**src/rtl/bcs_pkg.sv**
```systemverilog
// ----------------------------------------------------------------------------
// Beat receiver clock sync package
// Shared widths, register indexes and reset values of the offset filter.
// ----------------------------------------------------------------------------
`default_nettype none

package bcs_pkg;

  localparam int unsigned TimeW     = 32;
  localparam int unsigned BeatW     = 16;
  localparam int unsigned ThrW      = 31;
  localparam int unsigned CountW    = 16;
  localparam int unsigned CfgIdxW   = 2;
  localparam int unsigned CfgDataW  = 32;
  localparam int unsigned InDataW   = 112;
  localparam int unsigned OutDataW  = 120;

  localparam logic [CountW-1:0] SampleCountMax = 16'hFFFF;

  localparam logic [ThrW-1:0]   SnapThrReset    = 31'd1000;
  localparam logic [TimeW-1:0]  WindowReset     = 32'd2000;
  localparam logic [CountW-1:0] MinSamplesReset = 16'd4;

  typedef enum logic [CfgIdxW-1:0] {
    CfgSnapThr    = 2'd0,
    CfgWindow     = 2'd1,
    CfgMinSamples = 2'd2
  } cfg_idx_e;

endpackage

`default_nettype wire

```
**src/rtl/beat_receiver_clock_sync.sv**
```systemverilog
// ----------------------------------------------------------------------------
// Beat receiver clock sync
// Minimum-delay clock offset filter with beat deduplication and pending beat.
// ----------------------------------------------------------------------------
// Usage:
//   Each packet handled by software is pushed as one beat on the slave stream:
//   tuser carries the packet kind (0 control, 1 beat), tdata the master stamp,
//   the local time, the beat number and the play time. Every input beat gives
//   exactly one result beat on the master stream with the offset estimate,
//   the converged / snapped / accepted / duplicate flags and the pending beat.
//   Configuration (snap threshold, window length, min samples) is written
//   through the cfg channel while the block is idle; cfg_ready_o is always 1.
//   An accepted input beat is captured in the input register, and its result
//   is then loaded into the result register once that register is free or
//   drains. Throughput: one beat per cycle while the receiver takes results;
//   the whole filter update is a single pass of compares and adds between the
//   input register and the state/result registers.
//   Reset clears the filter state, the pending beat and both stream stages,
//   and loads the default configuration. When the receiver stalls, the result
//   register holds, the input register takes one more beat, then s_axis_tready
//   drops until the result is taken.
// ----------------------------------------------------------------------------
`default_nettype none

module beat_receiver_clock_sync (
  input  wire logic                          clk_i,
  input  wire logic                          rst_ni,
  // slave stream
  input  wire logic                          s_axis_tvalid,
  output logic                               s_axis_tready,
  // tdata: master_stamp_ms[31:0], local_time_ms[63:32], beat_number[79:64],
  //        play_at_ms[111:80]
  input  wire logic [bcs_pkg::InDataW-1:0]   s_axis_tdata,
  // tuser: op[0]
  input  wire logic                          s_axis_tuser,
  // master stream
  output logic                               m_axis_tvalid,
  input  wire logic                          m_axis_tready,
  // tdata: offset_ms[31:0], converged[32], snapped[33], beat_accepted[34],
  //        beat_duplicate[35], pending_valid[36], pending_beat[52:37],
  //        pending_play_ms[84:53], pending_enqueued_ms[116:85], zero[119:117]
  output logic [bcs_pkg::OutDataW-1:0]       m_axis_tdata,
  // configuration write channel
  input  wire logic                          cfg_valid_i,
  output logic                               cfg_ready_o,
  input  wire logic [bcs_pkg::CfgIdxW-1:0]   cfg_index_i,
  input  wire logic [bcs_pkg::CfgDataW-1:0]  cfg_data_i
);

  localparam int unsigned TW = bcs_pkg::TimeW;
  localparam int unsigned BW = bcs_pkg::BeatW;
  localparam int unsigned CW = bcs_pkg::CountW;

  // --------------------------------------------------------------------------
  // Configuration registers
  // --------------------------------------------------------------------------
  logic [bcs_pkg::ThrW-1:0] snap_thr_q;
  logic [TW-1:0]            window_q;
  logic [CW-1:0]            min_samples_q;

  assign cfg_ready_o = 1'b1;

  always_ff @(posedge clk_i or negedge rst_ni) begin
    if (!rst_ni) begin
      snap_thr_q    <= bcs_pkg::SnapThrReset;
      window_q      <= bcs_pkg::WindowReset;
      min_samples_q <= bcs_pkg::MinSamplesReset;
    end else if (cfg_valid_i) begin
      case (cfg_index_i)
        bcs_pkg::CfgSnapThr:    snap_thr_q    <= cfg_data_i[bcs_pkg::ThrW-1:0];
        bcs_pkg::CfgWindow:     window_q      <= cfg_data_i[TW-1:0];
        bcs_pkg::CfgMinSamples: min_samples_q <= cfg_data_i[CW-1:0];
        default: ;
      endcase
    end
  end

  // --------------------------------------------------------------------------
  // Input register
  // --------------------------------------------------------------------------
  logic          in_valid_q;
  logic          op_q;
  logic [TW-1:0] master_q;
  logic [TW-1:0] local_q;
  logic [BW-1:0] bn_q;
  logic [TW-1:0] play_q;
  logic          out_valid_q;
  logic          fire;
  logic          in_take;

  // Advance the update stage whenever the result register is free or drains.
  assign fire          = in_valid_q && (!out_valid_q || m_axis_tready);
  assign s_axis_tready = !in_valid_q || fire;
  assign in_take       = s_axis_tvalid && s_axis_tready;

  always_ff @(posedge clk_i or negedge rst_ni) begin
    if (!rst_ni) begin
      in_valid_q <= 1'b0;
    end else if (s_axis_tready) begin
      in_valid_q <= s_axis_tvalid;
    end
  end

  always_ff @(posedge clk_i) begin
    if (in_take) begin
      op_q     <= s_axis_tuser;
      master_q <= s_axis_tdata[TW-1:0];
      local_q  <= s_axis_tdata[2*TW-1:TW];
      bn_q     <= s_axis_tdata[2*TW+BW-1:2*TW];
      play_q   <= s_axis_tdata[3*TW+BW-1:2*TW+BW];
    end
  end

  // --------------------------------------------------------------------------
  // Filter and beat state
  // --------------------------------------------------------------------------
  logic signed [TW-1:0] offset_q, offset_d;
  logic [CW-1:0]        count_q, count_d;
  logic                 conv_q, conv_d;
  logic                 win_open_q, win_open_d;
  logic [TW-1:0]        win_start_q, win_start_d;
  logic signed [TW-1:0] win_max_q, win_max_d;
  logic                 seen_q, seen_d;
  logic [BW-1:0]        last_bn_q, last_bn_d;
  logic                 pend_q, pend_d;
  logic [BW-1:0]        pend_bn_q, pend_bn_d;
  logic [TW-1:0]        pend_play_q, pend_play_d;
  logic [TW-1:0]        pend_enq_q, pend_enq_d;

  logic signed [TW-1:0] sample;
  logic signed [TW:0]   jump;
  logic signed [TW:0]   thr_pos;
  logic signed [TW:0]   thr_neg;
  logic                 first_sample;
  logic                 snap;
  logic                 dup;
  logic                 accept;
  logic [TW-1:0]        win_age;
  logic [CW-1:0]        count_base;
  logic signed [TW-1:0] win_max_new;

  always_comb begin
    sample       = signed'(master_q - local_q);
    jump         = {sample[TW-1], sample} - {offset_q[TW-1], offset_q};
    thr_pos      = signed'({2'b00, snap_thr_q});
    thr_neg      = -thr_pos;
    first_sample = (count_q == '0);
    snap         = !first_sample && ((jump > thr_pos) || (jump < thr_neg));
    win_age      = local_q - win_start_q;
    win_max_new  = (sample > win_max_q) ? sample : win_max_q;

    offset_d    = offset_q;
    win_open_d  = win_open_q;
    win_start_d = win_start_q;
    win_max_d   = win_max_q;
    conv_d      = conv_q;

    if (first_sample) begin
      offset_d   = sample;
      win_open_d = 1'b0;
    end else if (snap) begin
      offset_d   = sample;
      conv_d     = 1'b0;
      win_open_d = 1'b0;
    end else begin
      // Take a larger sample at once: it came with less path delay.
      if (sample > offset_q) offset_d = sample;
      if (!win_open_q) begin
        win_open_d  = 1'b1;
        win_start_d = local_q;
        win_max_d   = sample;
      end else begin
        win_max_d = win_max_new;
        if (win_age >= window_q) begin
          offset_d   = win_max_new;
          win_open_d = 1'b0;
        end
      end
    end

    // Restart the count on a snap, then count this sample with saturation.
    count_base = snap ? '0 : count_q;
    count_d    = (count_base < bcs_pkg::SampleCountMax) ? count_base + 1'b1 : count_base;
    if (count_d >= min_samples_q) conv_d = 1'b1;

    // Beat deduplication; a snap drops the pending beat and its history.
    dup         = op_q && seen_q && (bn_q == last_bn_q) && !snap;
    seen_d      = snap ? 1'b0 : seen_q;
    last_bn_d   = snap ? '0 : last_bn_q;
    pend_d      = snap ? 1'b0 : pend_q;
    pend_bn_d   = pend_bn_q;
    pend_play_d = pend_play_q;
    pend_enq_d  = pend_enq_q;
    accept      = op_q && !dup;
    if (accept) begin
      pend_d      = 1'b1;
      pend_bn_d   = bn_q;
      pend_play_d = play_q;
      pend_enq_d  = local_q;
      last_bn_d   = bn_q;
      seen_d      = 1'b1;
    end
  end

  always_ff @(posedge clk_i or negedge rst_ni) begin
    if (!rst_ni) begin
      offset_q    <= '0;
      count_q     <= '0;
      conv_q      <= 1'b0;
      win_open_q  <= 1'b0;
      win_start_q <= '0;
      win_max_q   <= '0;
      seen_q      <= 1'b0;
      last_bn_q   <= '0;
      pend_q      <= 1'b0;
      pend_bn_q   <= '0;
      pend_play_q <= '0;
      pend_enq_q  <= '0;
    end else if (fire) begin
      offset_q    <= offset_d;
      count_q     <= count_d;
      conv_q      <= conv_d;
      win_open_q  <= win_open_d;
      win_start_q <= win_start_d;
      win_max_q   <= win_max_d;
      seen_q      <= seen_d;
      last_bn_q   <= last_bn_d;
      pend_q      <= pend_d;
      pend_bn_q   <= pend_bn_d;
      pend_play_q <= pend_play_d;
      pend_enq_q  <= pend_enq_d;
    end
  end

  // --------------------------------------------------------------------------
  // Result register
  // --------------------------------------------------------------------------
  logic [bcs_pkg::OutDataW-1:0] out_data_q;
  logic [bcs_pkg::OutDataW-1:0] out_data_d;

  assign out_data_d = {3'b000, pend_enq_d, pend_play_d, pend_bn_d, pend_d,
                       dup, accept, snap, conv_d, offset_d};

  always_ff @(posedge clk_i or negedge rst_ni) begin
    if (!rst_ni) begin
      out_valid_q <= 1'b0;
    end else if (fire) begin
      out_valid_q <= 1'b1;
    end else if (m_axis_tready) begin
      out_valid_q <= 1'b0;
    end
  end

  always_ff @(posedge clk_i) begin
    if (fire) out_data_q <= out_data_d;
  end

  assign m_axis_tvalid = out_valid_q;
  assign m_axis_tdata  = out_data_q;

  // --------------------------------------------------------------------------
  // Assertions
  // --------------------------------------------------------------------------
  // An accepted beat always leaves a pending reservation.
  a_accept_pending: assert property (@(posedge clk_i) disable iff (!rst_ni)
    (m_axis_tvalid && m_axis_tdata[34]) |-> m_axis_tdata[36])
    else $error("accepted beat without pending reservation");

  // A beat is never both accepted and a duplicate.
  a_accept_dup: assert property (@(posedge clk_i) disable iff (!rst_ni)
    m_axis_tvalid |-> !(m_axis_tdata[34] && m_axis_tdata[35]))
    else $error("beat accepted and duplicate at once");

  // A snap wipes beat history, so it cannot flag a duplicate.
  a_snap_dup: assert property (@(posedge clk_i) disable iff (!rst_ni)
    (m_axis_tvalid && m_axis_tdata[33]) |-> !m_axis_tdata[35])
    else $error("snap reported with duplicate beat");

  // Every processed sample leaves a nonzero sample count.
  a_count_nonzero: assert property (@(posedge clk_i) disable iff (!rst_ni)
    fire |=> (count_q != '0))
    else $error("sample count zero after update");

  // A processed beat always lands in the result register.
  a_fire_valid: assert property (@(posedge clk_i) disable iff (!rst_ni)
    fire |=> out_valid_q)
    else $error("result lost after update");

endmodule

`default_nettype wire

```
**config.mk**
```make
export PLATFORM = sky130hd
export DESIGN_NAME = beat_receiver_clock_sync
export DESIGN_NICKNAME = d
export VERILOG_FILES = /design/src/rtl/bcs_pkg.sv /design/src/rtl/beat_receiver_clock_sync.sv
export SDC_FILE = /design/constraint.sdc
export NUM_CORES = 1
export LEC_CHECK = 0
export BUFFER_PORTS_ARGS = -buffer_cell sky130_fd_sc_hd__buf_2
export CORE_MARGIN = 4
export CORE_UTILIZATION = 30
export DETAILED_ROUTE_END_ITERATION = 12
export SLEW_MARGIN = 40
export SYNTH_ARGS = -nofsm -noshare
export SYNTH_HDL_FRONTEND = slang
export SYNTH_SLANG_ARGS = --single-unit
```
**constraint.sdc**
```tcl
create_clock -name clk_i -period 11.6 [get_ports clk_i]
set_input_delay 1.74 -clock clk_i [delete_from_list [all_inputs] [get_ports clk_i]]
set_output_delay 1.74 -clock clk_i [all_outputs]
set_load 0.01 [all_outputs]
```
==> impl_summary.md <==
Outcome
The flow ran to the end, and the final reports show no timing, DRC or antenna violations.

Placed design
Before CTS, the worst setup slack after placement is 0.587 ns. Summed over all nets, the half-perimeter wirelength after detailed placement is about 60000 um. The placer congestion estimate is 0.884. The number of port buffers is 270. The cell area reported after detailed placement is about 32000 um2.

Routing
Once detail routing completed, the nets flagged for antenna violations numbered 0. Summing over every cut layer, the via total after detailed routing is 20.4k. The number of optimization iterations in the first detailed-route pass is 5. Wires add up to 79400 um. The number of DRC violations after detailed routing is 0. The wire length per cell after detailed routing is 18.9 um. The number of DRC markers after the initial detailed-route iteration is 1278. The routed via count divided by cell count is 4.86.

Worst setup path
The nature of the critical path endpoint is a flop. Data on the critical path arrives at its endpoint at approximately 11 ns. The largest driver fanout on the critical path is 7. The critical path class is flop to flop. The slowest stage of the critical path is the or4_1 cell. The worst setup path is launched from a flop.

On the worst path, the slowest cell contributes a delay of 0.58 ns. The cell repeated most along the worst path is a21o_1. For the worst setup path, the data required time is 11.97 ns.

Floorplan
The floorplan step defined a core boundary enclosing 96700 um2. The die footprint is between 100000 and 150000 um2. The die boundary height is 320 um. The row count is 114. The effective utilization at floorplan is between 30% and 40%.

The top-level port count is approximately 280. From left edge to right edge, the die measures 320 um.

Power
Across the VDD grid, the largest voltage drop is around 0.0002 V. The leakage power is 14.9 nW. The power density of the placed cells is 285 nW/um2.

Logic synthesis
The number of enable flip-flop cells after synthesis is 230. During synthesis, Yosys emitted a total of 0 warnings. The synthesized area per cell is 11.4 um2. The async set or reset register ratio after synthesis is a little under three fifths.

After synthesis, the netlist uses 82 different library cells. The mapped netlist covers 29200 um2. The number of instances in the synthesized netlist is roughly 2.6k. The predominant post-synthesis flop cell is dfrtp_1. Summing the sequential cell areas from Yosys gives between 40 and 50% of the chip area.

Synthesis inferred 523 register bits.

Timing
On the final layout, the worst clock skew is 0.0234 ns. Measured against its own limit, the worst slew margin works out to 41.1%. The maximum clock rate is 92.6 MHz. The transition time of the tightest slew-check pin is 0.881 ns.

Across all setup checks in the final design, the least slack found is around 0.80 ns. The total count of max-transition violations in the final report was 0. The final hold violation count came to 0. The minimum clock period after layout is 10.80 ns. The share of the clock period used by the worst path after layout is 93.1%.

Setup repair after global routing left no endpoint under its margin. Adding up every negative setup slack in the final design gives 0 ns. The final count of negative-setup-slack endpoints is 0. The final worst hold slack is roughly 0.48 ns.

GRT
The pin count of the biggest net entering global routing is 96. The number of antenna violations at the first check in global routing is 16. For this run, global-route usage on met2 was measured as approximately a quarter. Global routing consumed, on the met1 layer, about a fifth of the routing resources. For met3 alone, demand over resource in global routing was 3.40%. The number of global-route vias before repair was 20.6k.

The busiest layer in global routing is met2. The sum of overflow across all layers after global routing is 0. The total global routing track utilization is 15.1%.

The first-pass GRT wire length is 121000 um.

Layout
The area growth from synthesis to layout is 17.0%. Once layout is done, the placed cells without fillers occupy 34200 um2. At the end of the flow, the number of nets in the layout was 3255. Cells with a size suffix above 1 make up 24.0% of the layout.

Job
The number of maximum-capacitance constraint violations is 0.

Clocking
The clock-pin slew on the worst setup and hold paths is 0.06 ns. The number of buffers inserted during clock tree synthesis is 57. In this run the number of H-tree levels came out at 2. The longest clock path from root to sink contains 3 buffers. The later pin in the worst-skew pair is clocked with a latency of 0.63 ns. The root buffer selected by CTS is clkbuf_16. The tree built by TritonCTS fans out to 523 sinks. TritonCTS built the clock tree.

Hold path
The tightest min-delay check is of the flop to flop type.
-- kinds of logic after synthesis --
| family | share of synthesized area [%] |
|---|---|
| simple gates | 8.38 |
| xor+xnor | 4.15 |
| other cells | 0.0257 |
| buf+inv | 4.63 |
| compound gates | 12.4 |
| mux | 11.3 |
| flops | 48.8 |
| fa+ha+maj | 10.4 |
-- area by class of cell --
class,count,area (um2)
fill,9692,62500
multi-input combinational,1726,13700
sequential,523,14300
clock buffer,70,1560
timing repair buffer,303,1660
inverter,251,947
antenna,8,20.0
tap,1276,1600
clock inverter,37,448
-- Yosys cell counts, types with 7 or more instances --
master | instances | area (um2)
a211oi_1 | 16 | 120
a21o_1 | 78 | 586
a21oi_1 | 125 | 626
a221oi_1 | 12 | 105
a22o_1 | 31 | 272
a22oi_1 | 11 | 82.6
a2bb2oi_1 | 11 | 96.3
a31oi_1 | 7 | 43.8
and2_1 | 7 | 43.8
and3_1 | 7 | 43.8
and4_1 | 7 | 61.3
buf_1 | 7 | 26.3
buf_2 | 13 | 65.1
buf_4 | 8 | 60.1
buf_6 | 10 | 113
clkbuf_1 | 39 | 146
dfrtp_1 | 280 | 7010
dfstp_2 | 13 | 342
edfxtp_1 | 230 | 6910
ha_1 | 238 | 2980
inv_1 | 251 | 942
mux2_2 | 251 | 2830
mux2i_1 | 42 | 420
nand2_1 | 117 | 439
nand2b_1 | 24 | 150
nand3_1 | 53 | 265
nand4_1 | 27 | 169
nor2_1 | 150 | 563
nor2b_1 | 22 | 138
nor3_1 | 45 | 225
nor4_1 | 17 | 106
o211ai_1 | 8 | 60.1
o21a_1 | 21 | 158
o21ai_0 | 109 | 546
o21bai_1 | 10 | 75.1
o22ai_1 | 26 | 163
o2bb2ai_1 | 7 | 61.3
o31ai_1 | 13 | 97.6
xnor2_1 | 110 | 963
xor2_1 | 26 | 228
-- sequential cells by signal, indices dropped and copies added, names as in the netlist, 16 cells and up --
name / count
win_max_q: 32
master_q: 32
window_q: 32
local_q: 32
count_q: 16
min_samples_q: 16
offset_q: 32
pend_enq_q: 32
snap_thr_q: 31
bn_q: 16
pend_bn_q: 16
win_start_q: 32
play_q: 32
last_bn_q: 16
m_axis_tdata: 117
pend_play_q: 32
-- layout by cell type (no fill, tap or decap), types with 44 or more instances in the layout --
cell type,count
nor3_1,44
inv_1,250
a21oi_1,125
nor2_1,148
dfrtp_1,280
xnor2_1,108
edfxtp_1,230
a21o_1,78
nand2_1,117
clkbuf_16,58
nand3_1,51
buf_2,269
mux2_2,251
ha_1,238
o21ai_0,109
-- worst max-delay path: cells and delay by family, from the launching register on --
family	cells	cell delay, ns
flops	1	0.46
compound gates	26	5.00
xor+xnor	1	0.21
fa+ha+maj	5	1.28
simple gates	14	3.09
buf+inv	3	0.51
-- power breakdown --
group          switching (mW)  internal [mW]  leakage [nW]
Clock                   0.792           1.16         0.970
Sequential              0.242           2.47          5.68
Combinational            3.01           2.08          8.26
-- final timing paths --
path | startpoint | end | slack [ns] | cells past startpoint
setup / recovery | local_q[1] | m_axis_tdata[32] | 0.80 | 49
max in group asynchronous | rst_ni | window_q[28] | 8.88 | 3
hold / removal | pend_q | pend_q | 0.48 | 1
min in group asynchronous | rst_ni | last_bn_q[11] | 1.02 | 1
setup reg to reg | local_q[1] | m_axis_tdata[32] | 0.80 | 49
hold reg to reg | pend_q | pend_q | 0.48 | 1
-- repair_timing --
item,4_1_cts,5_1_grt
endpoints found under the setup margin,0,2
hold buffers,0,0
gates resized for setup,0,8
setup buffers,0,0
-- per-layer routing --
metal | vias to the layer above | share of wire [%]
met2 | 449 | 47
li1 | 9921 | -
met5 | - | 0.12
met3 | 134 | 5.6
met1 | 9879 | 44
met4 | 14 | 2.7
-- metrics by stage --
stage	util (%)	total power, mW	cells
after floorplan	-	6.32	2577
after global placement	33.2	7.71	4077
after detailed placement	33.2	7.79	4078
after CTS	35.3	9.80	4185
after global routing	35.4	10.5	4186
final	35.4	9.75	4194
Note: power is estimated with default switching activity, not from simulation.
